File: src/rtl/fixed_point_alu_q24_8_unit_defines.svh
// Assertion macros for the fixed-point ALU.
// Both macros expect a clock named clk and an active-low reset named arst_n in scope.
`ifndef FIXED_POINT_ALU_Q24_8_UNIT_DEFINES_SVH
`define FIXED_POINT_ALU_Q24_8_UNIT_DEFINES_SVH

// This checks that a condition holds at every clock edge outside reset.
`define FPA_CHECK(lbl, cond, msg) \
	lbl: assert property (@(posedge clk) disable iff (!arst_n) (cond)) else $error(msg);

// This checks that the consequent holds in the same cycle as the antecedent.
`define FPA_IMPLY(lbl, ante, cons, msg) \
	lbl: assert property (@(posedge clk) disable iff (!arst_n) (ante) |-> (cons)) \
		else $error(msg);

`endif

File: src/rtl/fpa_pkg.sv
package fpa_pkg;

	localparam int DATA_W     = 32;
	localparam int FRAC_W_DEF = 8;

	localparam logic signed [DATA_W-1:0] MAX_RAW = 32'sh7FFF_FFFF;
	localparam logic signed [DATA_W-1:0] MIN_RAW = 32'sh8000_0000;

	typedef enum logic [3:0] {
		CMD_ADD  = 4'd0,
		CMD_SUB  = 4'd1,
		CMD_MUL  = 4'd2,
		CMD_DIV  = 4'd3,
		CMD_GT   = 4'd4,
		CMD_LT   = 4'd5,
		CMD_GE   = 4'd6,
		CMD_LE   = 4'd7,
		CMD_EQ   = 4'd8,
		CMD_NE   = 4'd9,
		CMD_MIN  = 4'd10,
		CMD_MAX  = 4'd11,
		CMD_INC  = 4'd12,
		CMD_DEC  = 4'd13,
		CMD_FROM = 4'd14,
		CMD_TO   = 4'd15
	} cmd_t;

	// Result of every command but a real division, plus what the divider tail needs.
	typedef struct packed {
		logic                     is_div;
		logic                     neg;
		logic signed [DATA_W-1:0] res;
		logic                     cmp;
		logic                     ovf;
		logic                     dz;
	} side_t;

endpackage

File: src/rtl/fpa_front.sv
module fpa_front #(
	parameter int FRAC_W = fpa_pkg::FRAC_W_DEF,
	parameter int NW     = fpa_pkg::DATA_W + FRAC_W
) (
	input  logic                                clk,
	input  logic                                arst_n,
	input  logic                                en,
	input  logic                                req_valid,
	input  logic [3:0]                          command,
	input  logic signed [fpa_pkg::DATA_W-1:0]   operand_a,
	input  logic signed [fpa_pkg::DATA_W-1:0]   operand_b,
	output logic                                valid_s2,
	output fpa_pkg::side_t                      side_s2,
	output logic [NW-1:0]                       num_s2,
	output logic [fpa_pkg::DATA_W-1:0]          den_s2
);

	logic                                valid_s1;
	fpa_pkg::cmd_t                       cmd_s1;
	logic signed [fpa_pkg::DATA_W-1:0]   a_s1;
	logic signed [fpa_pkg::DATA_W-1:0]   b_s1;
	logic signed [2*fpa_pkg::DATA_W-1:0] prod_s1;

	fpa_pkg::side_t                      side_d;
	logic [NW-1:0]                       num_d;
	logic [fpa_pkg::DATA_W-1:0]          den_d;
	logic [fpa_pkg::DATA_W-1:0]          mag_a;
	logic signed [fpa_pkg::DATA_W:0]     sum33;
	logic signed [fpa_pkg::DATA_W:0]     dif33;
	logic signed [fpa_pkg::DATA_W:0]     inc33;
	logic signed [fpa_pkg::DATA_W:0]     dec33;
	logic [2*fpa_pkg::DATA_W-1:0]        mag_p;
	logic [2*fpa_pkg::DATA_W-1:0]        m_p;
	logic signed [fpa_pkg::DATA_W-1:0]   hi_a;

	always_ff @(posedge clk or negedge arst_n) begin
		if (!arst_n) begin
			valid_s1 <= 1'b0;
		end else if (en) begin
			valid_s1 <= req_valid;
		end
	end

	always_ff @(posedge clk) begin
		if (en) begin
			cmd_s1  <= fpa_pkg::cmd_t'(command);
			a_s1    <= operand_a;
			b_s1    <= operand_b;
			prod_s1 <= operand_a * operand_b;
		end
	end

	always_comb begin
		sum33 = {a_s1[31], a_s1} + {b_s1[31], b_s1};
		dif33 = {a_s1[31], a_s1} - {b_s1[31], b_s1};
		inc33 = {a_s1[31], a_s1} + 33'sd1;
		dec33 = {a_s1[31], a_s1} - 33'sd1;
		mag_p = prod_s1[63] ? 64'(-prod_s1) : 64'(prod_s1);
		m_p   = (mag_p + (64'd1 << (FRAC_W - 1))) >> FRAC_W;
		hi_a  = a_s1 >>> (fpa_pkg::DATA_W - 1 - FRAC_W);
		mag_a = a_s1[31] ? 32'(-a_s1) : 32'(a_s1);
		num_d = {mag_a, {FRAC_W{1'b0}}};
		den_d = b_s1[31] ? 32'(-b_s1) : 32'(b_s1);

		side_d = '0;
		case (cmd_s1)
			fpa_pkg::CMD_ADD: begin
				side_d.ovf = sum33[32] ^ sum33[31];
				side_d.res = side_d.ovf ? (sum33[32] ? fpa_pkg::MIN_RAW : fpa_pkg::MAX_RAW)
					: sum33[31:0];
			end
			fpa_pkg::CMD_SUB: begin
				side_d.ovf = dif33[32] ^ dif33[31];
				side_d.res = side_d.ovf ? (dif33[32] ? fpa_pkg::MIN_RAW : fpa_pkg::MAX_RAW)
					: dif33[31:0];
			end
			fpa_pkg::CMD_MUL: begin
				if (prod_s1[63]) begin
					side_d.ovf = m_p > 64'h8000_0000;
					side_d.res = side_d.ovf ? fpa_pkg::MIN_RAW : 32'(-m_p);
				end else begin
					side_d.ovf = m_p > 64'h7FFF_FFFF;
					side_d.res = side_d.ovf ? fpa_pkg::MAX_RAW : m_p[31:0];
				end
			end
			fpa_pkg::CMD_DIV: begin
				if (b_s1 == '0) begin
					side_d.dz  = 1'b1;
					side_d.res = a_s1[31] ? fpa_pkg::MIN_RAW : fpa_pkg::MAX_RAW;
				end else begin
					side_d.is_div = 1'b1;
					side_d.neg    = a_s1[31] ^ b_s1[31];
				end
			end
			fpa_pkg::CMD_GT: side_d.cmp = a_s1 > b_s1;
			fpa_pkg::CMD_LT: side_d.cmp = a_s1 < b_s1;
			fpa_pkg::CMD_GE: side_d.cmp = a_s1 >= b_s1;
			fpa_pkg::CMD_LE: side_d.cmp = a_s1 <= b_s1;
			fpa_pkg::CMD_EQ: side_d.cmp = a_s1 == b_s1;
			fpa_pkg::CMD_NE: side_d.cmp = a_s1 != b_s1;
			fpa_pkg::CMD_MIN: side_d.res = (a_s1 < b_s1) ? a_s1 : b_s1;
			fpa_pkg::CMD_MAX: side_d.res = (a_s1 > b_s1) ? a_s1 : b_s1;
			fpa_pkg::CMD_INC: begin
				side_d.ovf = inc33[32] ^ inc33[31];
				side_d.res = side_d.ovf ? fpa_pkg::MAX_RAW : inc33[31:0];
			end
			fpa_pkg::CMD_DEC: begin
				side_d.ovf = dec33[32] ^ dec33[31];
				side_d.res = side_d.ovf ? fpa_pkg::MIN_RAW : dec33[31:0];
			end
			fpa_pkg::CMD_FROM: begin
				side_d.ovf = !((hi_a == '0) || (hi_a == '1));
				side_d.res = side_d.ovf ? (a_s1[31] ? fpa_pkg::MIN_RAW : fpa_pkg::MAX_RAW)
					: (a_s1 <<< FRAC_W);
			end
			fpa_pkg::CMD_TO: side_d.res = a_s1 >>> FRAC_W;
			default: side_d = '0;
		endcase
	end

	always_ff @(posedge clk or negedge arst_n) begin
		if (!arst_n) begin
			valid_s2 <= 1'b0;
		end else if (en) begin
			valid_s2 <= valid_s1;
		end
	end

	always_ff @(posedge clk) begin
		if (en) begin
			side_s2 <= side_d;
			num_s2  <= num_d;
			den_s2  <= den_d;
		end
	end

endmodule

File: config.mk
export PLATFORM = sky130hd
export DESIGN_NAME = fpa_front
export DESIGN_NICKNAME = d
export VERILOG_FILES = /design/src/rtl/fixed_point_alu_q24_8_unit_defines.svh /design/src/rtl/fpa_pkg.sv /design/src/rtl/fpa_front.sv
export SDC_FILE = /design/constraint.sdc
export NUM_CORES = 2
export LEC_CHECK = 0
export ABC_AREA = 1
export BUFFER_PORTS_ARGS = -buffer_cell sky130_fd_sc_hd__buf_2
export CAP_MARGIN = 20
export CORE_MARGIN = 8
export CORE_UTILIZATION = 36
export CTS_BUF_LIST = sky130_fd_sc_hd__clkbuf_16
export DETAILED_ROUTE_END_ITERATION = 8
export RECOVER_POWER = 25
export SLEW_MARGIN = 20
export SYNTH_ARGS = -nofsm -noshare
export SYNTH_HDL_FRONTEND = slang
export SYNTH_SLANG_ARGS = --single-unit
File: constraint.sdc
create_clock -name clk -period 5 [get_ports clk]
set_input_delay 0.5 -clock clk [delete_from_list [all_inputs] [get_ports clk]]
set_output_delay 0.5 -clock clk [all_outputs]
set_load 0.005 [all_outputs]
==> flow_summary.html <==
<table>
<tr><th>Metric</th><th>Value</th></tr>
<tr><th colspan="2">Setup path</th></tr>
<tr><td>Crit Reg-Reg Endpoint</td><td>side_s2[7]</td></tr>
<tr><td>Kind of start point of the critical path</td><td>input pin</td></tr>
<tr><td>CP Data Required Time</td><td>5.37 ns</td></tr>
<tr><td>Critical path class</td><td>in -&gt; reg</td></tr>
<tr><td>Data arrival time of the worst path</td><td>~7.2 ns</td></tr>
<tr><td>Most Frequent Cell on Critical Path</td><td>inv_1</td></tr>
<tr><td>Nature of the critical path endpoint</td><td>flip-flop</td></tr>
<tr><td>Worst Reg2Reg Path Length in Cells</td><td>29</td></tr>
<tr><td>Worst flop-to-flop path startpoint</td><td>a_s1[0]</td></tr>
<tr><td>Reg2Reg Setup Slack</td><td>approximately 0.2 ns</td></tr>
<tr><td>Largest stage delay, worst path</td><td>0.56 ns</td></tr>
<tr><td>Highest fanout seen on the critical path</td><td>7</td></tr>
<tr><td>Critical Path Slowest Stage Cell</td><td>fa_2</td></tr>
<tr><th colspan="2">STA</th></tr>
<tr><td>Tightest Pin Transition</td><td>4.22 ns</td></tr>
<tr><td>Unrepaired setup endpoints after global routing</td><td>yes</td></tr>
<tr><td>Sum of negative setup slack</td><td>-71.36 ns</td></tr>
<tr><td># setup viols final</td><td>55</td></tr>
<tr><td>Final max-slew violation count</td><td>67</td></tr>
<tr><td>Post-layout worst setup margin</td><td>-1.80 ns</td></tr>
<tr><td>Fmax</td><td>147 MHz</td></tr>
<tr><td>Final number of hold-violating endpoints</td><td>0</td></tr>
<tr><td>Final period demand of the worst path</td><td>roughly 6.8 ns</td></tr>
<tr><td>Slew HR</td><td>-181%</td></tr>
<tr><td>Post-Route Skew</td><td>0.0373 ns</td></tr>
<tr><td>Share of the clock period used by the worst path after layout</td><td>136%</td></tr>
<tr><th colspan="2">Floorplan</th></tr>
<tr><td>I/O pin cnt</td><td>182</td></tr>
<tr><td>Die outline height</td><td>~430 µm</td></tr>
<tr><td>Width of the chip</td><td>426 µm</td></tr>
<tr><td>Floorplan die area</td><td>roughly 180000 µm²</td></tr>
<tr><td>Floorplan Core Area</td><td>167000 µm²</td></tr>
<tr><td>Starting density of the core</td><td>36.2%</td></tr>
<tr><td>Cell row count</td><td>150</td></tr>
<tr><th colspan="2">Yosys</th></tr>
<tr><td>Number of warnings issued by yosys</td><td>0</td></tr>
<tr><td>Fraction of synthesis flops using an asynchronous set or reset pin</td><td>0.851%</td></tr>
<tr><td>Post-Syn Instances</td><td>8077</td></tr>
<tr><td>Cell type with the largest total area after synthesis</td><td>fa_1</td></tr>
<tr><td>Number of library cell types mapped by synthesis</td><td>between 60 and 70</td></tr>
<tr><td>Most frequently used cell type in the post-synthesis netlist</td><td>inv_1</td></tr>
<tr><td>Number of synthesized register bits</td><td>about 240</td></tr>
<tr><td>Portion of synthesized cell area occupied by the leading cell type</td><td>a little over a third</td></tr>
<tr><td>Synthesized area per cell</td><td>7.50 µm²</td></tr>
<tr><td>Most common library cells after synthesis</td><td>inv_1 (2049), nand2_1 (2000), fa_1 (1084), nor2_1 (582), clkbuf_1 (275)</td></tr>
<tr><td>Post-synthesis cell area</td><td>60600 µm²</td></tr>
<tr><td>Number of enable flip-flop cells after synthesis</td><td>233</td></tr>
<tr><td>Ys flop type</td><td>edfxtp_1</td></tr>
<tr><td>Synth top area cells</td><td>fa_1 (36%), inv_1 (13%), nand2_1 (12%)</td></tr>
<tr><td>Sequential fraction of the synthesis area</td><td>a little under an eighth</td></tr>
<tr><th colspan="2">CTS</th></tr>
<tr><td>CTS clk-pin slew, worst paths</td><td>0.07 ns</td></tr>
<tr><td>Clock sink count</td><td>235</td></tr>
<tr><td>CTS root buf</td><td>clkbuf_16</td></tr>
<tr><td>Buffer levels on the longest clock path</td><td>3</td></tr>
<tr><td>Latest clock arrival within the worst-skew pair</td><td>0.63 ns</td></tr>
<tr><td>Number of buffers created by CTS</td><td>28</td></tr>
<tr><td>H-tree level count</td><td>1</td></tr>
<tr><td>Clock tree from TritonCTS</td><td>yes</td></tr>
<tr><th colspan="2">Worst hold path</th></tr>
<tr><td>Hold endpoint</td><td>cmd_s1[3]</td></tr>
<tr><td>Min-Delay Path Depth</td><td>1</td></tr>
<tr><td>Startpoint of the worst hold path</td><td>command[3]</td></tr>
<tr><td>Worst Hold Class</td><td>in -&gt; reg</td></tr>
<tr><th colspan="2">Final layout</th></tr>
<tr><td>Synthesis-to-layout area growth</td><td>25.0%</td></tr>
<tr><td>Filler Cells Inserted</td><td>16300</td></tr>
<tr><td>Area of all sequential standard cells</td><td>approximately 7000 µm²</td></tr>
<tr><td>Final instance area</td><td>75700 µm²</td></tr>
<tr><td>Multi-input gate area</td><td>47000 µm²</td></tr>
<tr><td>Final Util</td><td>approximately 45%</td></tr>
<tr><td>Final-stage net count</td><td>10300</td></tr>
<tr><td>Share of post-route cells with drive strength above 1</td><td>21.0%</td></tr>
<tr><th colspan="2">Global route</th></tr>
<tr><td>Overall Global Routing Usage</td><td>24.2%</td></tr>
<tr><td>Number of global-route vias before repair</td><td>between 50000 and 60000</td></tr>
<tr><td>Number of antenna violations at the first check in global routing</td><td>6</td></tr>
<tr><td>Largest net degree at the start of global routing</td><td>92</td></tr>
<tr><td>Wire length of the first global-routing pass</td><td>341000 µm</td></tr>
<tr><td>Final global-route overflow total</td><td>0</td></tr>
<tr><th colspan="2">Run status</th></tr>
<tr><td>Violations in the final reports</td><td>capacitance limit, slew limit, setup timing</td></tr>
<tr><td>Result of the run</td><td>finished with violations</td></tr>
<tr><th colspan="2">Detailed routing</th></tr>
<tr><td>Pre-Repair DR Iteration Count</td><td>6</td></tr>
<tr><td>Wire length reported by the detailed router</td><td>between 200000 and 250000 µm</td></tr>
<tr><td>Total vias in the final route</td><td>55000</td></tr>
<tr><td>Post-route antenna net violation count</td><td>0</td></tr>
<tr><td>DR DRC count</td><td>0</td></tr>
<tr><td>Mean number of vias per cell</td><td>roughly 5.0</td></tr>
<tr><td>First-iteration detailed-routing DRC count</td><td>4145</td></tr>
<tr><td>Routed length per instance</td><td>~20 µm</td></tr>
<tr><th colspan="2">Placed design</th></tr>
<tr><td>GP Congestion</td><td>0.984</td></tr>
<tr><td>Port-buffer cells</td><td>173</td></tr>
<tr><td>Standard cell area after detailed placement</td><td>70600 µm²</td></tr>
<tr><td>Setup slack after placement</td><td>-2.75 ns</td></tr>
<tr><td>Detailed Place HPWL</td><td>approximately 190000 µm</td></tr>
<tr><th colspan="2">Run</th></tr>
<tr><td>Max-cap violation count</td><td>1</td></tr>
</table>
final cells by class:
cell class | count | share of cell area, %
inverter | 2078 | 10.3
tap | 2204 | 3.64
clock buffer | 28 | 0.926
sequential | 235 | 9.31
antenna | 3 | 0.00992
multi-input combinational | 5444 | 62.0
timing repair inverter | 1 | 0.00826
clock inverter | 24 | 0.341
timing repair buffer | 1087 | 13.4
worst max-delay path by stage:
stage	startpoint	to
floorplan	operand_a[31]	prod_s1[62]
global placement	operand_b[9]	prod_s1[60]
detailed placement	operand_b[19]	prod_s1[63]
CTS	operand_a[11]	prod_s1[62]
global route	operand_b[7]	prod_s1[63]
finish	operand_b[7]	prod_s1[63]
cell families after synthesis:
logic type	Yosys count	synth area share [%]
compound gates	661	6.12
xor+xnor	229	3.32
fa+ha+maj	1340	41.1
buf+inv	2406	15.2
flops	235	11.6
other cells	1	0.00619
simple gates	3205	22.6
flip-flops by register name, indices dropped and copies added (netlist names):
name / cells
a_s1: 32
den_s2: 32
cmd_s1: 4
b_s1: 32
valid_s2: 1
valid_s1: 1
num_s2: 32
side_s2: 37
prod_s1: 64
placed cells by master (no fill, tap or decap), types with 15 or more instances in the layout:
cell | synthesis | final
inv_1 | 2049 | 1943
nand2_1 | 2000 | 1904
fa_1 | 1084 | 997
buf_4 | 11 | 677
nor2_1 | 582 | 550
nand3_1 | 256 | 247
edfxtp_1 | 233 | 233
o21ai_0 | 250 | 219
ha_1 | 256 | 199
a21oi_1 | 224 | 177
xor2_1 | 183 | 170
inv_2 | 22 | 128
buf_2 | 23 | 123
buf_6 | 2 | 120
buf_12 | 3 | 104
nand2_2 | 44 | 88
fa_2 | 0 | 87
nand3_2 | 56 | 65
nor2_2 | 39 | 61
nand2_4 | 9 | 60
nand4_1 | 57 | 57
nor3_1 | 60 | 56
ha_4 | 0 | 54
a31oi_1 | 55 | 40
nor2_4 | 24 | 34
clkbuf_16 | 0 | 31
xnor2_1 | 45 | 30
a21oi_2 | 0 | 30
buf_8 | 2 | 27
o21ai_1 | 17 | 26
nand3b_1 | 26 | 26
nor4_1 | 20 | 18
o21ai_2 | 2 | 18
o211ai_1 | 18 | 18
a21oi_4 | 0 | 17
o21bai_1 | 18 | 16
xnor2_2 | 0 | 15
clkbuf_1 | 275 | 15
routing by layer:
metal / track usage, % / wire length, µm
met2: 41.9 / 106000
met3: 2.84 / 14800
met4: 10.6 / 12700
met5: 0 / 31
met1: 30.5 / 89000
repair_timing:
action / 4_1_cts / 5_1_grt
hold endpoints to repair: 2 / 0
setup buffers: 108 / 47
endpoints found under the setup margin: 55 / 83
hold buffers: 1 / 0
gates cloned: 18 / 4
gates resized for setup: 480 / 218
pin swaps: 236 / 173
through the flow:
stage | instances | hold WS (ns)
global route | 11100 | 0.0381
floorplan | 8084 | 0.204
global placement | 10900 | 0.284
finish | 11100 | 0.0518
CTS | 11100 | 0.0245
detailed placement | 10900 | 0.285
worst max-delay path: cells and delay by family:
| kind | cells | cell delay [ns] |
|---|---|---|
| compound gates | 4 | 0.95 |
| xor+xnor | 1 | 0.16 |
| fa+ha+maj | 9 | 3.91 |
| buf+inv | 11 | 1.04 |
| simple gates | 5 | 0.61 |
Power is left out: the tool's default activity adds up to more than one toggle a clock period on the data nets, which glitch-free logic cannot reach.
